File: src/hdl/ecl_pkg.sv
// shared types, constants and helpers for the encoder linearizer and pll tracker
package ecl_pkg;

    localparam int CPR_BITS       = 14;
    localparam int TBL_BITS       = 7;
    localparam int SEG_BITS       = CPR_BITS - TBL_BITS;
    localparam int TBL_ENTRIES    = 1 << TBL_BITS;
    localparam int SETTLE_BITS    = 5;
    localparam int SETTLE_SAMPLES = 20;
    localparam int POS_BITS       = 30;
    localparam int VEL_BITS       = 40;
    localparam int CFG_IDX_BITS   = 3;
    localparam int CFG_DATA_BITS  = 40;

    localparam logic [CPR_BITS-1:0] HALF_TURN = 14'd8192;

    // register indexes of the configuration port
    localparam logic [CFG_IDX_BITS-1:0] CFG_REVERSE = 3'd0;
    localparam logic [CFG_IDX_BITS-1:0] CFG_ZERO    = 3'd1;
    localparam logic [CFG_IDX_BITS-1:0] CFG_POLES   = 3'd2;
    localparam logic [CFG_IDX_BITS-1:0] CFG_KP      = 3'd3;
    localparam logic [CFG_IDX_BITS-1:0] CFG_KI      = 3'd4;
    localparam logic [CFG_IDX_BITS-1:0] CFG_PERIOD  = 3'd5;
    localparam logic [CFG_IDX_BITS-1:0] CFG_SNAP    = 3'd6;

    typedef struct packed {
        logic        reverse;
        logic [13:0] zero_offset;
        logic [6:0]  pole_pairs;
        logic [15:0] kp_dt;
        logic [23:0] ki_dt;
        logic [23:0] sample_period;
        logic [39:0] vel_floor;
    } ecl_cfg_t;

    typedef struct packed {
        logic                en;
        logic [TBL_BITS-1:0] addr;
        logic [15:0]         data;
    } ecl_ram_wr_t;

    typedef enum logic [3:0] {
        ST_IDLE, ST_RD_A, ST_RD_B, ST_INTERP, ST_COUNT, ST_ELEC, ST_MUL_LO, ST_MUL_HI,
        ST_SUM, ST_PRED, ST_ERR, ST_KP, ST_KI, ST_VEL, ST_SNAP, ST_OUT
    } ecl_state_t;

    // reduce a difference into a half turn; plus half turn stays positive for d > 0
    function automatic logic signed [CPR_BITS:0] half_wrap(input logic signed [25:0] d);
        logic [CPR_BITS-1:0] m;
        m = d[CPR_BITS-1:0];
        if (m == HALF_TURN && !d[25])
            half_wrap = $signed({1'b0, m});
        else
            half_wrap = $signed({m[CPR_BITS-1], m});
    endfunction

endpackage

File: src/hdl/ecl_offset_ram.sv
// offset table memory with per-entry valid bits, unwritten entries read as zero
module ecl_offset_ram
    import ecl_pkg::*;
(
    input  logic                aclk,
    input  logic                aresetn,
    input  ecl_ram_wr_t         wr,
    input  logic [TBL_BITS-1:0] rd_addr,
    output logic [15:0]         rd_data
);

    logic [15:0]            mem [TBL_ENTRIES];
    logic [TBL_ENTRIES-1:0] valid_reg;
    logic [15:0]            q_reg;
    logic                   q_valid_reg;

    // storage write and registered read
    always_ff @(posedge aclk) begin
        if (wr.en)
            mem[wr.addr] <= wr.data;
        q_reg <= mem[rd_addr];
    end

    // valid bits cleared by reset
    always_ff @(posedge aclk) begin
        if (!aresetn) begin
            valid_reg   <= '0;
            q_valid_reg <= 1'b0;
        end else begin
            if (wr.en)
                valid_reg[wr.addr] <= 1'b1;
            q_valid_reg <= valid_reg[rd_addr];
        end
    end

    assign rd_data = q_valid_reg ? q_reg : 16'd0;

endmodule

File: config.mk
export PLATFORM = sky130hd
export DESIGN_NAME = ecl_offset_ram
export DESIGN_NICKNAME = d
export VERILOG_FILES = /design/src/hdl/ecl_pkg.sv /design/src/hdl/ecl_offset_ram.sv
export SDC_FILE = /design/constraint.sdc
export NUM_CORES = 2
export LEC_CHECK = 0
export BUFFER_PORTS_ARGS = -buffer_cell sky130_fd_sc_hd__clkbuf_2
export CAP_MARGIN = 40
export CORE_ASPECT_RATIO = 0.8
export CORE_UTILIZATION = 45
export CTS_CLUSTER_SIZE = 10
export DETAILED_ROUTE_END_ITERATION = 10
export GPL_ROUTABILITY_DRIVEN = 0
export HOLD_SLACK_MARGIN = 0.02
export SYNTH_ARGS = -nofsm -noshare
export SYNTH_HDL_FRONTEND = slang
export SYNTH_SLANG_ARGS = --single-unit
export TNS_END_PERCENT = 5
File: constraint.sdc
create_clock -name aclk -period 2.7 [get_ports aclk]
set_clock_uncertainty 0.05 [all_clocks]
set_input_delay 0 -clock aclk [delete_from_list [all_inputs] [get_ports aclk]]
set_output_delay 0 -clock aclk [all_outputs]
set_load 0.02 [all_outputs]
==> impl_metrics.py <==
metrics = {
    "final_layout": {
        "drive_gt1_share_pct": 24.7,
        "largest_reg_flops": 2048,
        "final_common_cell": "edfxtp_1",
        "layout_common_cells": "edfxtp_1 (2048), mux4_2 (430), mux2i_1 (325), buf_4 (314), nor2_1 (309)",
        "syn2layout_area_growth_pct": 15.5,
        "postLayoutCoreUtil_pct": 52.5,
        "nets": 4681,
    },
    "critical_path": {
        "path_class": "in -> reg",
        "endpoint_kind": "flip-flop",
        "critical_path.cell_chain": "dlygate4sd3_1 > clkbuf_2 > buf_4 > nor2b_1 > nand3_1 > nand4_1 > nand4_1 > o311ai_1 > dlygate4sd3_1",
        "crit_start": "rd_addr[5]",
        "critPathArrivalTime_ns": 3.24,
        "cp_slowest_stage_delay_ns": 0.58,
        "required_ns": 3.46,
        "r2r_slack_ns": 0.22,
        "crit_buf_inv": 4,
        "r2r-start": "mem[23][14]$_DFFE_PP_",
        "critPathSlowestCell": "dlygate4sd3_1",
        "critPathLaunchType": "input port",
        "cpLargestDelayFamily": "buffers and inverters",
        "cp_max_fo": 20,
    },
    "synth": {
        "syn_nets": 4224,
        "yosysWarnings": 0,
        "asyncSetResetFlopFracSynth_pct": 0,
        "synth-edff-count": 2048,
        "syn_avg_cell_area_um2": 20.1,
        "ys.flop_type": "edfxtp_1",
        "synth_seq_cells": 2193,
        "ys_types": 49,
        "yosysSeqAreaShare_pct": 76.6,
        "synth_area_um2": 84100,
        "postSynthCellCount": 4191,
    },
    "power": {
        "leakage_nw": 31.7,
        "combPwrFrac_pct": 5.1,
        "peakVddDrop_uv": 650,
        "cell_internal_pwr_mw": 54.9,
        "clockPowerShare_pct": 41.3,
        "seqPwrFrac_pct": 53.6,
        "power_density_nw_per_um2": 720,
        "power.total_mw": 69.9,
        "swShare_pct": 21.5,
        "switching_power_mw": 15.0,
    },
    "sta": {
        "worst_pin_slew_ns": 1.03,
        "period_share_pct": 91.7,
        "setup_violations": 0,
        "max_freq_mhz": 404,
        "fin_hold_ws_ns": 0.0563,
        "hold_viol_final": 0,
        "drv_slew": 0,
        "tns_ns": 0,
        "period_minus_slack_ns": 2.48,
        "rsz0062_at_grt": "false",
        "slew_headroom_pct": 31.1,
    },
    "die": {
        "initial_core_util_pct": 45.4,
        "coreArea_um2": 185000,
        "die_h_um": 389,
        "num_rows": 141,
        "io_pins": 49,
        "die_w_um": 485,
        "fp.dieArea_um2": 189000,
    },
    "clock_tree": {
        "cts_made_buffers": 237,
        "cts.sinks": 2193,
        "cts_root_buf": "clkbuf_16",
        "clk_latency_ns": 0.87,
        "cts_tree": "done",
        "clockBufferDepth": 3,
        "post_cts_buffers": 0,
        "htree_num_levels": 4,
        "cts.reportedPaths.clkPinSlew_ns": 0.06,
    },
    "global_routing": {
        "antenna_found_initial": 16,
        "grt_usage_pct": 23.6,
        "grt_max_degree": 129,
        "grt_pass1_wl_um": 317000,
        "gr-usage-met1_pct": 35.7,
        "busiest_layer": "met1",
        "grt_pass1_vias": 42628,
        "grt_overflow": 0,
        "grt_use_met3_pct": 4.37,
        "grt_use_met2_pct": 35.1,
    },
    "route": {
        "vias": 43353,
        "wl_per_cell_um": 30.7,
        "firstDrtPassIters": 8,
        "drt_wl_total_um": 222000,
        "post-route-drc-count": 0,
        "drt_iter0_drc": 5142,
        "ant_nets": 0,
        "routed_via_density": 6.00,
    },
    "placed_design": {
        "hpwl_um": 135000,
        "port_buffers": 48,
    },
    "run_status": {
        "status": "complete, no violations",
    },
    "min_path": {
        "holdCritStartpoint": "rd_addr[0]",
        "hold_path_class": "in -> reg",
    },
    "run": {
        "timing.max_cap.violations": 0,
    },
}
## stage by stage
step | instance area [um^2] | std cells | setup WS [ns]
finish | 97200 | 7228 | 0.225
global route | 97100 | 7223 | 0.186
CTS | 97100 | 7221 | 0.278
detailed placement | 90000 | 6798 | -0.0670
global placement | 89900 | 6793 | -0.225
floorplan | 84100 | 4191 | 0.639
## worst paths after layout
check,end,depth (start not counted)
max,q_valid_reg$_SDFF_PN0_,9
min,q_reg[3]$_DFF_P_,7
max reg2reg,q_reg[14]$_DFF_P_,7
min reg2reg,valid_reg[2]$_SDFFE_PN0P_,1
## layout make-up
type                    count  area (um^2)
fillers                 14322        87900
clock inverters            16          297
multi-input cells        1753        18600
clock buffers             365         6410
well taps                2431         3040
diodes                      7         17.5
flip-flops and latches   2193        64400
inverters                   5         21.3
repair buffers            458         4380
## layer usage
layer  share of wire, %  wire [um]
met4                2.2       4870
met2                 45     101000
met5             0.0054         12
met3                8.3      18400
met1                 44      97700
## Yosys cell counts (3+ instances only)
cell type,count,share of area (%)
a2111oi_1,8,0.095
a2111oi_2,7,0.12
a211oi_1,5,0.045
a21oi_1,62,0.37
a22o_1,15,0.16
a22oi_1,160,1.4
a31oi_1,36,0.27
and2_1,26,0.19
and3_1,17,0.13
buf_1,12,0.054
buf_2,44,0.26
buf_4,36,0.32
buf_6,26,0.35
clkbuf_1,121,0.54
dfxtp_1,145,3.5
edfxtp_1,2048,73
inv_1,5,0.022
mux2_2,3,0.040
mux2i_1,325,3.9
mux4_2,430,12
nand2_1,69,0.31
nand3_1,88,0.52
nand3b_1,6,0.054
nand4_1,24,0.18
nand4b_1,22,0.23
nor2_1,368,1.6
nor2b_1,40,0.30
o21a_1,19,0.17
## power groups by stage
stage | logic [mW] | registers [mW] | clock network [mW]
finish | 3.56 | 37.5 | 28.9
floorplan | 1.76 | 38.0 | 0
global placement | 3.47 | 38.2 | 0
detailed placement | 3.52 | 38.1 | 0
global route | 3.74 | 37.4 | 30.7
CTS | 3.58 | 37.4 | 29.4
## worst reg2reg max path, stage by stage, from the launching register on
cell and delay, ns:
edfxtp_1 0.35, mux4_2 0.50, mux2_2 0.29, o22ai_1 0.23, nand2_1 0.08, dlygate4sd3_1 0.56
nand2_1 0.17, nand4_1 0.11
## cells by family (layout without fill, tap and decap cells)
group / after synthesis / count (layout) / synth area share (%)
AO/OA/AOI/OAI: 322 / 322 / 2.75
AND/OR/NAND/NOR: 673 / 673 / 3.69
multiplexers: 758 / 758 / 15.4
other: 0 / 7 / 0
buffers and inverters: 245 / 844 / 1.56
flip-flops: 2193 / 2193 / 76.6
## what timing repair did
item	in CTS	in global routing
gates resized for setup	0	0
hold endpoints to repair	3039	0
hold buffers	42	0
setup endpoints to repair	0	0
Note: power is estimated with default switching activity, not from simulation.
