--- config.mk ---
export PLATFORM = sky130hd
export DESIGN_NAME = ecl_cfg_regs
export DESIGN_NICKNAME = d
export VERILOG_FILES = /design/src/hdl/ecl_pkg.sv /design/src/hdl/ecl_cfg_regs.sv
export SDC_FILE = /design/constraint.sdc
export NUM_CORES = 1
export LEC_CHECK = 0
export ABC_AREA = 1
export BUFFER_PORTS_ARGS = -buffer_cell sky130_fd_sc_hd__clkbuf_2
export CAP_MARGIN = 20
export CELL_PAD_IN_SITES_DETAIL_PLACEMENT = 0
export CELL_PAD_IN_SITES_GLOBAL_PLACEMENT = 1
export CORE_ASPECT_RATIO = 1.75
export CORE_UTILIZATION = 30
export CTS_BUF_LIST = sky130_fd_sc_hd__clkbuf_4 sky130_fd_sc_hd__clkbuf_8
export DETAILED_ROUTE_END_ITERATION = 16
export MAX_ROUTING_LAYER = met4
export PLACE_DENSITY = 0.81
export SETUP_SLACK_MARGIN = 0.4
export SKIP_LAST_GASP = 1
export SYNTH_ARGS = -nofsm -noshare
export SYNTH_HDL_FRONTEND = slang
export SYNTH_SLANG_ARGS = --single-unit
--- constraint.sdc ---
create_clock -name aclk -period 1.3 [get_ports aclk]
set_input_delay 0.39 -clock aclk [delete_from_list [all_inputs] [get_ports aclk]]
set_output_delay 0.39 -clock aclk [all_outputs]
set_load 0.1 [all_outputs]
--- src/hdl/ecl_pkg.sv ---
// shared types, constants and helpers for the encoder linearizer and pll tracker
package ecl_pkg;

    localparam int CPR_BITS       = 14;
    localparam int TBL_BITS       = 7;
    localparam int SEG_BITS       = CPR_BITS - TBL_BITS;
    localparam int TBL_ENTRIES    = 1 << TBL_BITS;
    localparam int SETTLE_BITS    = 5;
    localparam int SETTLE_SAMPLES = 20;
    localparam int POS_BITS       = 30;
    localparam int VEL_BITS       = 40;
    localparam int CFG_IDX_BITS   = 3;
    localparam int CFG_DATA_BITS  = 40;

    localparam logic [CPR_BITS-1:0] HALF_TURN = 14'd8192;

    // register indexes of the configuration port
    localparam logic [CFG_IDX_BITS-1:0] CFG_REVERSE = 3'd0;
    localparam logic [CFG_IDX_BITS-1:0] CFG_ZERO    = 3'd1;
    localparam logic [CFG_IDX_BITS-1:0] CFG_POLES   = 3'd2;
    localparam logic [CFG_IDX_BITS-1:0] CFG_KP      = 3'd3;
    localparam logic [CFG_IDX_BITS-1:0] CFG_KI      = 3'd4;
    localparam logic [CFG_IDX_BITS-1:0] CFG_PERIOD  = 3'd5;
    localparam logic [CFG_IDX_BITS-1:0] CFG_SNAP    = 3'd6;

    typedef struct packed {
        logic        reverse;
        logic [13:0] zero_offset;
        logic [6:0]  pole_pairs;
        logic [15:0] kp_dt;
        logic [23:0] ki_dt;
        logic [23:0] sample_period;
        logic [39:0] vel_floor;
    } ecl_cfg_t;

    typedef struct packed {
        logic                en;
        logic [TBL_BITS-1:0] addr;
        logic [15:0]         data;
    } ecl_ram_wr_t;

    typedef enum logic [3:0] {
        ST_IDLE, ST_RD_A, ST_RD_B, ST_INTERP, ST_COUNT, ST_ELEC, ST_MUL_LO, ST_MUL_HI,
        ST_SUM, ST_PRED, ST_ERR, ST_KP, ST_KI, ST_VEL, ST_SNAP, ST_OUT
    } ecl_state_t;

    // reduce a difference into a half turn; plus half turn stays positive for d > 0
    function automatic logic signed [CPR_BITS:0] half_wrap(input logic signed [25:0] d);
        logic [CPR_BITS-1:0] m;
        m = d[CPR_BITS-1:0];
        if (m == HALF_TURN && !d[25])
            half_wrap = $signed({1'b0, m});
        else
            half_wrap = $signed({m[CPR_BITS-1], m});
    endfunction

endpackage

--- src/hdl/ecl_cfg_regs.sv ---
// configuration register file
module ecl_cfg_regs
    import ecl_pkg::*;
(
    input  logic                     aclk,
    input  logic                     aresetn,
    input  logic                     cfg_we,
    input  logic [CFG_IDX_BITS-1:0]  cfg_index,
    input  logic [CFG_DATA_BITS-1:0] cfg_wdata,
    output ecl_cfg_t                 cfg
);

    ecl_cfg_t cfg_reg;

    // register writes, unknown indexes ignored
    always_ff @(posedge aclk) begin
        if (!aresetn) begin
            cfg_reg.reverse       <= 1'b0;
            cfg_reg.zero_offset   <= 14'd0;
            cfg_reg.pole_pairs    <= 7'd7;
            cfg_reg.kp_dt         <= 16'd4116;
            cfg_reg.ki_dt         <= 24'd1292014;
            cfg_reg.sample_period <= 24'd839;
            cfg_reg.vel_floor     <= 40'd1292014;
        end else if (cfg_we) begin
            unique case (cfg_index)
                CFG_REVERSE: cfg_reg.reverse       <= cfg_wdata[0];
                CFG_ZERO:    cfg_reg.zero_offset   <= cfg_wdata[13:0];
                CFG_POLES:   cfg_reg.pole_pairs    <= cfg_wdata[6:0];
                CFG_KP:      cfg_reg.kp_dt         <= cfg_wdata[15:0];
                CFG_KI:      cfg_reg.ki_dt         <= cfg_wdata[23:0];
                CFG_PERIOD:  cfg_reg.sample_period <= cfg_wdata[23:0];
                CFG_SNAP:    cfg_reg.vel_floor     <= cfg_wdata[39:0];
                default: ;
            endcase
        end
    end

    assign cfg = cfg_reg;

endmodule

==> impl_metrics.py, run 1 <==
metrics = {
    "synthesis": {
        "yosys.cell_types.count": 13,
        "ys_warn_count": 0,
        "synth-xor-area-share_pct": 0,
        "synth_mux_area_share_pct": 0,
        "yosys.area.top_type_share_pct": 51.4,
        "synth_fa_ha_area_share_pct": 0,
        "synth_area_per_cell_um2": 7.02,
        "synthSimpleGateAreaFrac_pct": 40.7,
        "synthesis.area_mm2": 0.00491,
        "syn_nets": 746,
        "synth.area.top_cells": "dfxtp_1 51%, nand2_1 14%, nor2_1 13%",
        "ys.flop_type": "dfxtp_1",
        "yosysSeqAreaShare_pct": 51.4,
        "synthCells": 700,
        "synth.most_common_cell": "nand2_1",
        "synth_top_area_cell": "dfxtp_1",
        "synth_seq_cells": 126,
        "synth_edf_count": 0,
        "synth_top_family_by_area": "simple AND/OR/NAND/NOR gates",
        "ys_top_cells_by_count": "177 x nand2_1, 174 x nor2_1, 126 x dfxtp_1, 126 x nand3_1, 44 x inv_1",
        "synthArstFlopShare_pct": 0,
        "synth_compound_area_share_pct": 0.102,
    },
    "setup_path": {
        "required_ns": 0.91,
        "critical_path_class": "reg -> out",
        "crit_family": "flip-flops",
        "worst-path-max-fanout": 2,
        "timing.rr.start": "cfg[116]",
        "ff2ff_setup_slack_ns": 0.67,
        "end_kind": "primary output",
        "slowest_delay_ns": 0.38,
        "reg2reg_to": "cfg[116]",
        "arrival_ns": 0.98,
        "worst_setup_path_start_kind": "flip-flop",
        "crit_path_top_delay_cell": "dfxtp_4",
        "path_buf_inv": 1,
        "reg2reg_depth": 2,
        "worstPathCellList": "buf_12",
    },
    "routing": {
        "first_pass_iters": 5,
        "drc_errors": 0,
        "wl_mm": 16.9,
        "via_per_inst": 4.61,
        "vias": 5043,
        "detail_route.wl_per_cell_um": 15.4,
        "drtIter0Drc": 178,
        "drtAntennaViolNets": 0,
    },
    "power_and_ir_drop": {
        "power.switching_w": 0.00337,
        "combPwrFrac_pct": 25.2,
        "swShare_pct": 33.7,
        "p_clk_share_pct": 34.9,
        "p_leak_nw": 4.19,
        "power_w": 0.00998,
        "vdd_ir_drop_max_v": 0.000612,
        "p_per_area_mw_per_mm2": 1040,
        "p_int_w": 0.00662,
        "p_seq_share_pct": 39.9,
    },
    "clocking": {
        "ctsLongestPathBuffers": 2,
        "insertion_delay_ns": 0.43,
        "clk_pin_slew_ns": 0.08,
        "cts_tree": "built",
        "cts_buffers": 17,
        "cts_sinks": 126,
        "htree_levels": 4,
        "cts-root-buf": "clkbuf_8",
        "ctsHoldBuffers": 0,
    },
    "run_status": {
        "status": "finished with violations",
        "failed_checks": "negative setup slack",
    },
    "die": {
        "io_pins": 172,
        "start_util_pct": 30.8,
        "dieArea_mm2": 0.0169,
        "core_area_mm2": 0.0160,
        "die_x_um": 98.7,
        "rows": 61,
        "die_h_um": 171,
    },
    "sta": {
        "period_needed_ns": 1.37,
        "rsz0062_at_grt": "yes",
        "worst_pin_slew_ns": 0.316,
        "hold_violations": 0,
        "maxSlewHeadroom_pct": 78.9,
        "worst_hold_slack_ns": 0.178,
        "setup_ws_ns": -0.0695,
        "setup-violations-final": 126,
        "skew_ns": 0,
        "max_freq_mhz": 730,
        "fin_crit_sh_pct": 105,
        "drv_slew": 0,
    },
    "finish": {
        "n_fill_cell": 1312,
        "fin_cells": 1095,
        "multi_input_area_mm2": 0.00235,
        "fin_nets": 938,
        "largest_register_ffs": 126,
        "register_area_mm2": 0.00299,
        "fin_util_pct": 60.3,
        "layout-drive-gt1-share_pct": 49.2,
        "syn_to_final_growth_pct": 95.9,
    },
    "placement": {
        "gpl.final_weighted_congestion": 0.778,
        "dp_hpwl_mm": 12.4,
        "dp_cells": 1052,
        "port-buffer-count": 171,
    },
    "global_routing": {
        "overflow": 0,
        "grt_pass1_vias": 4790,
        "grt.total_usage_pct": 20.9,
        "grt_pass1_wl_mm": 26.0,
        "antenna_found_initial": 1,
        "grt_max_degree": 32,
    },
    "hold_path": {
        "holdPathStages": 3,
        "hold_path_end": "cfg[92]",
        "worstHoldStart": "cfg_wdata[4]",
        "hold_path_class": "in -> reg",
    },
    "run": {
        "max-cap-violations": 0,
    },
}
[cell families after synthesis]
family                 count (synthesis)
AND/OR/NAND/NOR                      484
flip-flops                           126
buffers and inverters                 89
AO/OA/AOI/OAI                          1
[power groups by stage]
stage               logic (W)  registers [W]  clock network [W]
finish                0.00251        0.00399            0.00348
global route          0.00262        0.00401            0.00376
CTS                   0.00249        0.00399            0.00359
detailed placement    0.00245        0.00408                  0
global placement      0.00244        0.00408                  0
floorplan            0.000583        0.00498                  0
[worst min-delay path, cell delays in order]
cell and delay (ns):
clkbuf_2 0.09, nand2_1 0.04, nand3_1 0.05
[what timing repair did]
action / in CTS / in global routing
gates resized for setup: 5 / 12
gates cloned: 1 / 3
pin swaps: 1 / 2
buffers inserted: 2 / 4
setup endpoints to repair: 229 / 198
[per-stage QoR]
| stage | TNS [ns] | worst slack, ns | area [µm²] |
|---|---|---|---|
| after global placement | -13.57 | -0.169 | 9030 |
| after detailed placement | -15.63 | -0.212 | 9030 |
| final | -6.30 | -0.0695 | 9620 |
| after global routing | -11.90 | -0.113 | 9620 |
| after floorplan | 0 | 0.221 | 5940 |
| after CTS | -11.38 | -0.108 | 9500 |
[routing by layer]
layer | routed length (µm) | GRT usage, % | share of wire, % | up-vias
met2 | 9110 | 37.4 | 54 | 153
met1 | 6480 | 21.9 | 38 | 2287
met4 | 661 | 10.8 | 3.9 | 0
met5 | 0 | - | 0 | -
li1 | - | - | - | 2564
met3 | 614 | 3.82 | 3.6 | 39
[worst max-delay path by stage]
| stage | from | end | cells past startpoint |
|---|---|---|---|
| after global placement | cfg_index[0] | cfg[107] | 8 |
| after floorplan | cfg_index[2] | cfg[53] | 7 |
| after detailed placement | cfg_index[1] | cfg[14] | 7 |
| after global routing | cfg[82] | cfg[82] | 1 |
| after CTS | cfg[115] | cfg[115] | 1 |
| final | cfg[8] | cfg[8] | 1 |
[layout by cell type (no fill, tap or decap), types with 3 or more instances in the layout]
cell type / synthesis / layout
nor2_1: 174 / 171
nand2_1: 177 / 159
buf_12: 0 / 144
dfxtp_4: 0 / 125
nand3_1: 126 / 87
inv_1: 44 / 40
clkbuf_2: 0 / 40
nand3_2: 0 / 39
buf_4: 5 / 24
clkbuf_8: 0 / 19
nor2_4: 1 / 10
nand2_2: 0 / 10
nand2_4: 0 / 6
clkinvlp_4: 0 / 5
bufinv_16: 0 / 3
buf_6: 0 / 3
[layout make-up]
cell class | instances | area share [%]
flip-flops and latches | 126 | 31.1
diodes | 1 | 0.0260
well taps | 189 | 2.46
repair buffers | 216 | 35.4
clock inverters | 15 | 1.78
clock buffers | 17 | 2.43
multi-input cells | 485 | 24.4
inverters | 46 | 2.39
(Power assumes the default switching activity.)
==> run 2, diff against run 1 <==
--- a/config.mk
+++ b/config.mk
@@ -5,17 +5,16 @@
 export SDC_FILE = /design/constraint.sdc
 export NUM_CORES = 1
 export LEC_CHECK = 0
-export ABC_AREA = 1
 export BUFFER_PORTS_ARGS = -buffer_cell sky130_fd_sc_hd__clkbuf_2
 export CAP_MARGIN = 20
 export CELL_PAD_IN_SITES_DETAIL_PLACEMENT = 0
 export CELL_PAD_IN_SITES_GLOBAL_PLACEMENT = 1
 export CORE_ASPECT_RATIO = 1.75
-export CORE_UTILIZATION = 30
+export CORE_UTILIZATION = 38
 export CTS_BUF_LIST = sky130_fd_sc_hd__clkbuf_4 sky130_fd_sc_hd__clkbuf_8
 export DETAILED_ROUTE_END_ITERATION = 16
 export MAX_ROUTING_LAYER = met4
-export PLACE_DENSITY = 0.81
+export PLACE_DENSITY_LB_ADDON = 0.08
 export SETUP_SLACK_MARGIN = 0.4
 export SKIP_LAST_GASP = 1
 export SYNTH_ARGS = -nofsm -noshare
==> run 2 against run 1 <==
The run still ends with negative setup slack left. Final area shrank 4.4%. Final cell count is 22% lower. Core utilization rose by 13 points. Maximum frequency increased by 0.31%. Synthesized cell count decreased by 31%. Critical endpoint is now cfg[81].
==> impl_metrics.py, run 2 <==
metrics = {
    "run_status": {
        "status": "finished with violations",
        "failed_checks": "negative setup slack",
    },
    "hold_path": {
        "hold_path_class": "in -> reg",
    },
    "routing": {
        "drtAntennaViolNets": 0,
        "drtIter0Drc": 124,
        "via_per_inst": 4.70,
        "drc_errors": 0,
        "detail_route.wl_per_cell_um": 16.8,
        "wl_mm": 14.5,
        "first_pass_iters": 4,
        "vias": 4035,
    },
    "die": {
        "start_util_pct": 39.1,
        "die_x_um": 87.7,
        "dieArea_mm2": 0.0133,
        "rows": 54,
        "io_pins": 172,
        "die_h_um": 152,
        "core_area_mm2": 0.0125,
    },
    "placement": {
        "port-buffer-count": 171,
        "post-place-ws_ns": -0.118,
        "dp_cells": 804,
        "gpl.final_weighted_congestion": 0.742,
        "dp_hpwl_mm": 10.2,
    },
    "sta": {
        "maxSlewHeadroom_pct": 79.5,
        "worst_pin_slew_ns": 0.308,
        "setup_ws_ns": -0.0652,
        "rsz0062_at_grt": "yes",
        "hold_violations": 0,
        "max_freq_mhz": 733,
        "drv_slew": 0,
        "skew_ns": 0,
        "period_needed_ns": 1.37,
        "setup-violations-final": 126,
        "fin_crit_sh_pct": 105,
    },
    "finish": {
        "fin_nets": 723,
        "largest_register_ffs": 126,
        "fin_cells": 858,
        "syn_to_final_growth_pct": 88.2,
        "mostFrequentLayoutCells": "138 x buf_12, 126 x dfxtp_4, 125 x nand2_1, 124 x mux2i_1, 54 x nor2b_1",
        "antenna_cells": 0,
        "final_common_cell": "buf_12",
        "layout-drive-gt1-share_pct": 54.9,
    },
    "setup_path": {
        "required_ns": 0.91,
        "worstPathCellList": "buf_12",
        "critical_path_class": "reg -> out",
        "crit_family": "flip-flops",
        "slowest_delay_ns": 0.37,
        "worst_setup_path_start_kind": "flip-flop",
        "end_kind": "primary output",
        "crit_path_top_delay_cell": "dfxtp_4",
        "path_buf_inv": 1,
        "arrival_ns": 0.98,
        "worst-path-max-fanout": 2,
    },
    "synthesis": {
        "ys_warn_count": 0,
        "yosys.area.top_type_share_pct": 51.6,
        "yosysSeqAreaShare_pct": 51.6,
        "syn_nets": 526,
        "synthArstFlopShare_pct": 0,
        "synth_edf_count": 0,
        "ys.flop_type": "dfxtp_1",
        "ys_top_cells_by_count": "126 x dfxtp_1, 126 x mux2i_1, 126 x nand2_1, 57 x nor2b_1, 17 x clkbuf_1",
        "synth_area_per_cell_um2": 10.2,
        "synth.area.top_cells": "dfxtp_1 52%, mux2i_1 26%, nand2_1 9.7%",
        "synthCells": 480,
        "yosys.cell_types.count": 15,
        "synth_seq_cells": 126,
        "synth_top_area_cell": "dfxtp_1",
        "synthesis.area_mm2": 0.00489,
    },
    "clocking": {
        "cts-root-buf": "clkbuf_8",
        "insertion_delay_ns": 0.43,
        "clk_pin_slew_ns": 0.08,
        "ctsHoldBuffers": 0,
        "ctsLongestPathBuffers": 2,
        "cts_sinks": 126,
        "htree_levels": 4,
        "cts_buffers": 17,
        "cts_tree": "built",
    },
    "power_and_ir_drop": {
        "p_per_area_mw_per_mm2": 962,
        "vdd_ir_drop_max_v": 0.000746,
        "p_leak_nw": 4.06,
        "power_w": 0.00885,
    },
    "global_routing": {
        "grt_max_degree": 69,
        "grt_pass1_vias": 4238,
        "grt.total_usage_pct": 22.4,
        "overflow": 0,
        "antenna_found_initial": 0,
        "grt_pass1_wl_mm": 21.7,
    },
    "run": {
        "max-cap-violations": 0,
    },
}
## run 2: layout make-up
class,count,area (µm²)
clock buffer,20,256
multi-input combinational,318,2220
timing repair buffer,214,3370
tap,168,210
sequential,126,3000
fill,839,3300
clock inverter,12,145
## run 2: per-stage QoR
| stage | hold slack, ns | instance area [µm²] | setup TNS, ns | utilization (%) |
|---|---|---|---|---|
| after floorplan | 0.518 | 5500 | 0 | - |
| after global routing | 0.151 | 9200 | -11.09 | 73.6 |
| after CTS | 0.141 | 8970 | -10.42 | 71.8 |
| final | 0.169 | 9200 | -5.84 | 73.6 |
| after detailed placement | 0.480 | 8430 | -5.24 | 67.5 |
| after global placement | 0.474 | 8430 | -1.00 | 67.5 |
## run 2: power by group
part           internal [W]  switching (W)
Sequential          0.00375      0.0000928
Combinational      0.000619       0.000960
Clock               0.00194        0.00149
## run 2: worst paths after layout
check | from | endpoint | slack, ns | cells after the start
max | cfg[81] | cfg[81] | -0.07 | 1
min | cfg_wdata[35] | cfg[35] | 0.17 | 3
max reg2reg | cfg[14] | cfg[14] | 0.48 | 4
min reg2reg | cfg[98] | cfg[98] | 0.49 | 2
## run 2: cell families (layout without fill, tap and decap cells)
kind of cell / after synthesis / in the layout / synth area share, %
simple gates: 192 / 192 / 18.8
mux: 126 / 126 / 25.8
buf+inv: 36 / 246 / 3.76
flops: 126 / 126 / 51.6
## run 2: routing by layer
layer	wire length, µm	track usage, %	vias up
met4	208	8.51	0
met1	5140	21.7	1923
met2	8450	41.6	118
met3	661	5.00	16
met5	0	-	-
li1	-	-	1978
## run 2: what timing repair did
item / in CTS / in global routing
setup endpoints to repair: 161 / 216
gates resized for setup: 5 / 22
setup buffers: 9 / 6
cloned: 2 / 5
pin swaps: 0 / 3
==> run 3, diff against run 2 <==
--- a/config.mk
+++ b/config.mk
@@ -5,12 +5,13 @@
 export SDC_FILE = /design/constraint.sdc
 export NUM_CORES = 1
 export LEC_CHECK = 0
+export ABC_AREA = 1
 export BUFFER_PORTS_ARGS = -buffer_cell sky130_fd_sc_hd__clkbuf_2
 export CAP_MARGIN = 20
 export CELL_PAD_IN_SITES_DETAIL_PLACEMENT = 0
 export CELL_PAD_IN_SITES_GLOBAL_PLACEMENT = 1
 export CORE_ASPECT_RATIO = 1.75
-export CORE_UTILIZATION = 38
+export CORE_UTILIZATION = 36
 export CTS_BUF_LIST = sky130_fd_sc_hd__clkbuf_4 sky130_fd_sc_hd__clkbuf_8
 export DETAILED_ROUTE_END_ITERATION = 16
 export MAX_ROUTING_LAYER = met4
==> run 3 against run 2 <==
The flow still finishes with violations (negative setup slack). First-iteration DRC count grew 64%. Critical path depth is the same. Sequential share of layout area fell by 2.6 points. Highest routed layer unchanged. Setup slack got worse by 0.015 ns. Maximum frequency fell by 1.1%. Critical path type unchanged. Sequential power up 4%. Wire length grew 20%. Die area rose by 5.9%. Final area rose by 8.8%. Count of clock-buffer cells in the layout fell by 2. Clock power up 11%.
==> impl_metrics.py, run 3 (synthesis gave the netlist of run 1 again) <==
metrics = {
    "global_routing": {
        "antenna_found_initial": 0,
        "grt_pass1_vias": 5107,
        "grt_pass1_wl_mm": 26.2,
        "grt.total_usage_pct": 24.8,
        "overflow": 0,
        "grt_max_degree": 51,
    },
    "finish": {
        "fin_cells": 1090,
        "n_fill_cell": 918,
        "layout-drive-gt1-share_pct": 52.9,
        "antenna_cells": 0,
        "mostFrequentLayoutCells": "171 x nor2_1, 151 x nand2_1, 146 x buf_12, 125 x dfxtp_4, 68 x nand3_1",
        "largest_register_ffs": 126,
        "fin_area_mm2": 0.0100,
        "syn_to_final_growth_pct": 104,
        "fin_nets": 949,
        "final_common_cell": "nor2_1",
    },
    "setup_path": {
        "slowest_delay_ns": 0.38,
        "reg2reg_depth": 3,
        "worst-path-max-fanout": 2,
        "critical_path_class": "reg -> out",
        "arrival_ns": 0.99,
        "crit_path_top_delay_cell": "dfxtp_4",
        "required_ns": 0.91,
        "path_buf_inv": 1,
        "timing.rr.start": "cfg[41]",
        "worst_setup_path_start_kind": "flip-flop",
        "ff2ff_setup_slack_ns": 0.52,
        "reg2reg_to": "cfg[41]",
        "end_kind": "primary output",
        "worstPathCellList": "buf_12",
        "crit_family": "flip-flops",
    },
    "clocking": {
        "cts_tree": "built",
        "htree_levels": 4,
        "insertion_delay_ns": 0.43,
        "cts_sinks": 126,
        "cts_buffers": 17,
        "clk_pin_slew_ns": 0.08,
        "ctsLongestPathBuffers": 2,
        "cts-root-buf": "clkbuf_8",
    },
    "routing": {
        "vias": 5268,
        "via_per_inst": 4.83,
        "wl_met1_mm": 6.23,
        "met3_wirelength_um": 827,
        "first_pass_iters": 6,
        "wl_met2_mm": 9.70,
        "wl_mm": 17.3,
        "drtIter0Drc": 203,
        "detail_route.wl_per_cell_um": 15.9,
        "drc_errors": 0,
        "dr.max_layer_used": "met4",
        "drtAntennaViolNets": 0,
    },
    "hold_path": {
        "worstHoldStart": "cfg_wdata[3]",
        "hold_path_class": "in -> reg",
        "holdPathStages": 3,
        "hold_path_end": "cfg[3]",
    },
    "sta": {
        "setup-violations-final": 126,
        "period_needed_ns": 1.38,
        "maxSlewHeadroom_pct": 73.2,
        "skew_ns": 0,
        "rsz0062_at_grt": "yes",
        "worst_hold_slack_ns": 0.197,
        "hold_violations": 0,
        "max_freq_mhz": 724,
        "setup_ws_ns": -0.0806,
        "worst_pin_slew_ns": 0.401,
        "drv_slew": 0,
        "fin_crit_sh_pct": 106,
    },
    "die": {
        "die_x_um": 90.3,
        "io_pins": 172,
        "core_area_mm2": 0.0134,
        "start_util_pct": 36.7,
        "rows": 56,
        "die_h_um": 157,
        "dieArea_mm2": 0.0141,
    },
    "placement": {
        "port-buffer-count": 171,
        "gpl.final_weighted_congestion": 0.819,
        "post-place-ws_ns": -0.198,
        "dp_hpwl_mm": 12.3,
        "dp_cells": 1033,
        "dpl_cell_area_mm2": 0.00900,
    },
    "run_status": {
        "status": "finished with violations",
        "failed_checks": "negative setup slack",
    },
    "power_and_ir_drop": {
        "p_leak_nw": 4.33,
        "power_w": 0.0104,
        "vdd_ir_drop_max_v": 0.000837,
        "p_per_area_mw_per_mm2": 1040,
    },
    "run": {
        "max-cap-violations": 0,
    },
}
==> run 3: cell types whose count changed in the layout (fill, tap and decap cells not counted), moves of 6 or more <==
cell / previous run / this run
mux2i_1: 124 / 0
nor2b_1: 54 / 0
nand3_1: 0 / 68
nor2_1: 0 / 171
nand2_2: 1 / 14
buf_12: 138 / 146
nand3_2: 0 / 57
inv_1: 0 / 40
nand2_4: 0 / 9
inv_6: 0 / 6
nor2_4: 0 / 8
nand2_1: 125 / 151
==> run 3: area by class of cell <==
class / instances / area (µm²) / area share (%)
timing repair buffer: 227 / 3620 / 36.2
sequential: 126 / 2990 / 29.9
multi-input combinational: 485 / 2490 / 24.9
clock buffer: 18 / 241 / 2.41
inverter: 46 / 230 / 2.30
tap: 174 / 218 / 2.18
clock inverter: 14 / 206 / 2.06
==> run 3: worst max path at each step <==
| stage | to | slack, ns | cells after the start | startpoint |
|---|---|---|---|---|
| after floorplan | cfg[53] | 0.22 | 7 | cfg_index[2] |
| after global placement | cfg[85] | -0.15 | 8 | cfg_index[1] |
| after detailed placement | cfg[75] | -0.20 | 8 | cfg_index[1] |
| after CTS | cfg[4] | -0.1 | 1 | cfg[4] |
| after global routing | cfg[46] | -0.13 | 1 | cfg[46] |
| final | cfg[46] | -0.08 | 1 | cfg[46] |
==> run 3: metal layers <==
layer  GRT usage, %  vias up
met1           25.0     2475
met2           45.3      159
met3           6.66       32
li1               -     2602
met4           9.45        0
met5              -        -
==> run 3: worst reg2reg max path, delay by kind of cell (launching register included) <==
kind | cells | cell delay (ns)
and+or+nand+nor | 2 | 0.16
DFF | 1 | 0.35
buffers and inverters | 1 | 0.14
==> run 3: through the flow <==
| step | setup TNS [ns] | util, % |
|---|---|---|
| after floorplan | 0 | - |
| after global placement | -13.85 | 67.3 |
| after detailed placement | -17.90 | 67.3 |
| after CTS | -9.80 | 72.3 |
| after global routing | -12.86 | 74.8 |
| final | -6.92 | 74.8 |
==> run 3: what timing repair did <==
item | in CTS | in global routing
setup endpoints to repair | 248 | 175
hold buffers | 0 | 0
cloned | 3 | 4
setup buffers | 10 | 8
gates resized for setup | 14 | 42
pin swaps | 2 | 26
==> run 3: report_power, final <==
part	switching, W	internal, W	total [W]
combinational	0.00166	0.000968	0.00263
sequential	0.000152	0.00384	0.00399
clock	0.00167	0.00215	0.00382
total	0.00348	0.00696	0.0104
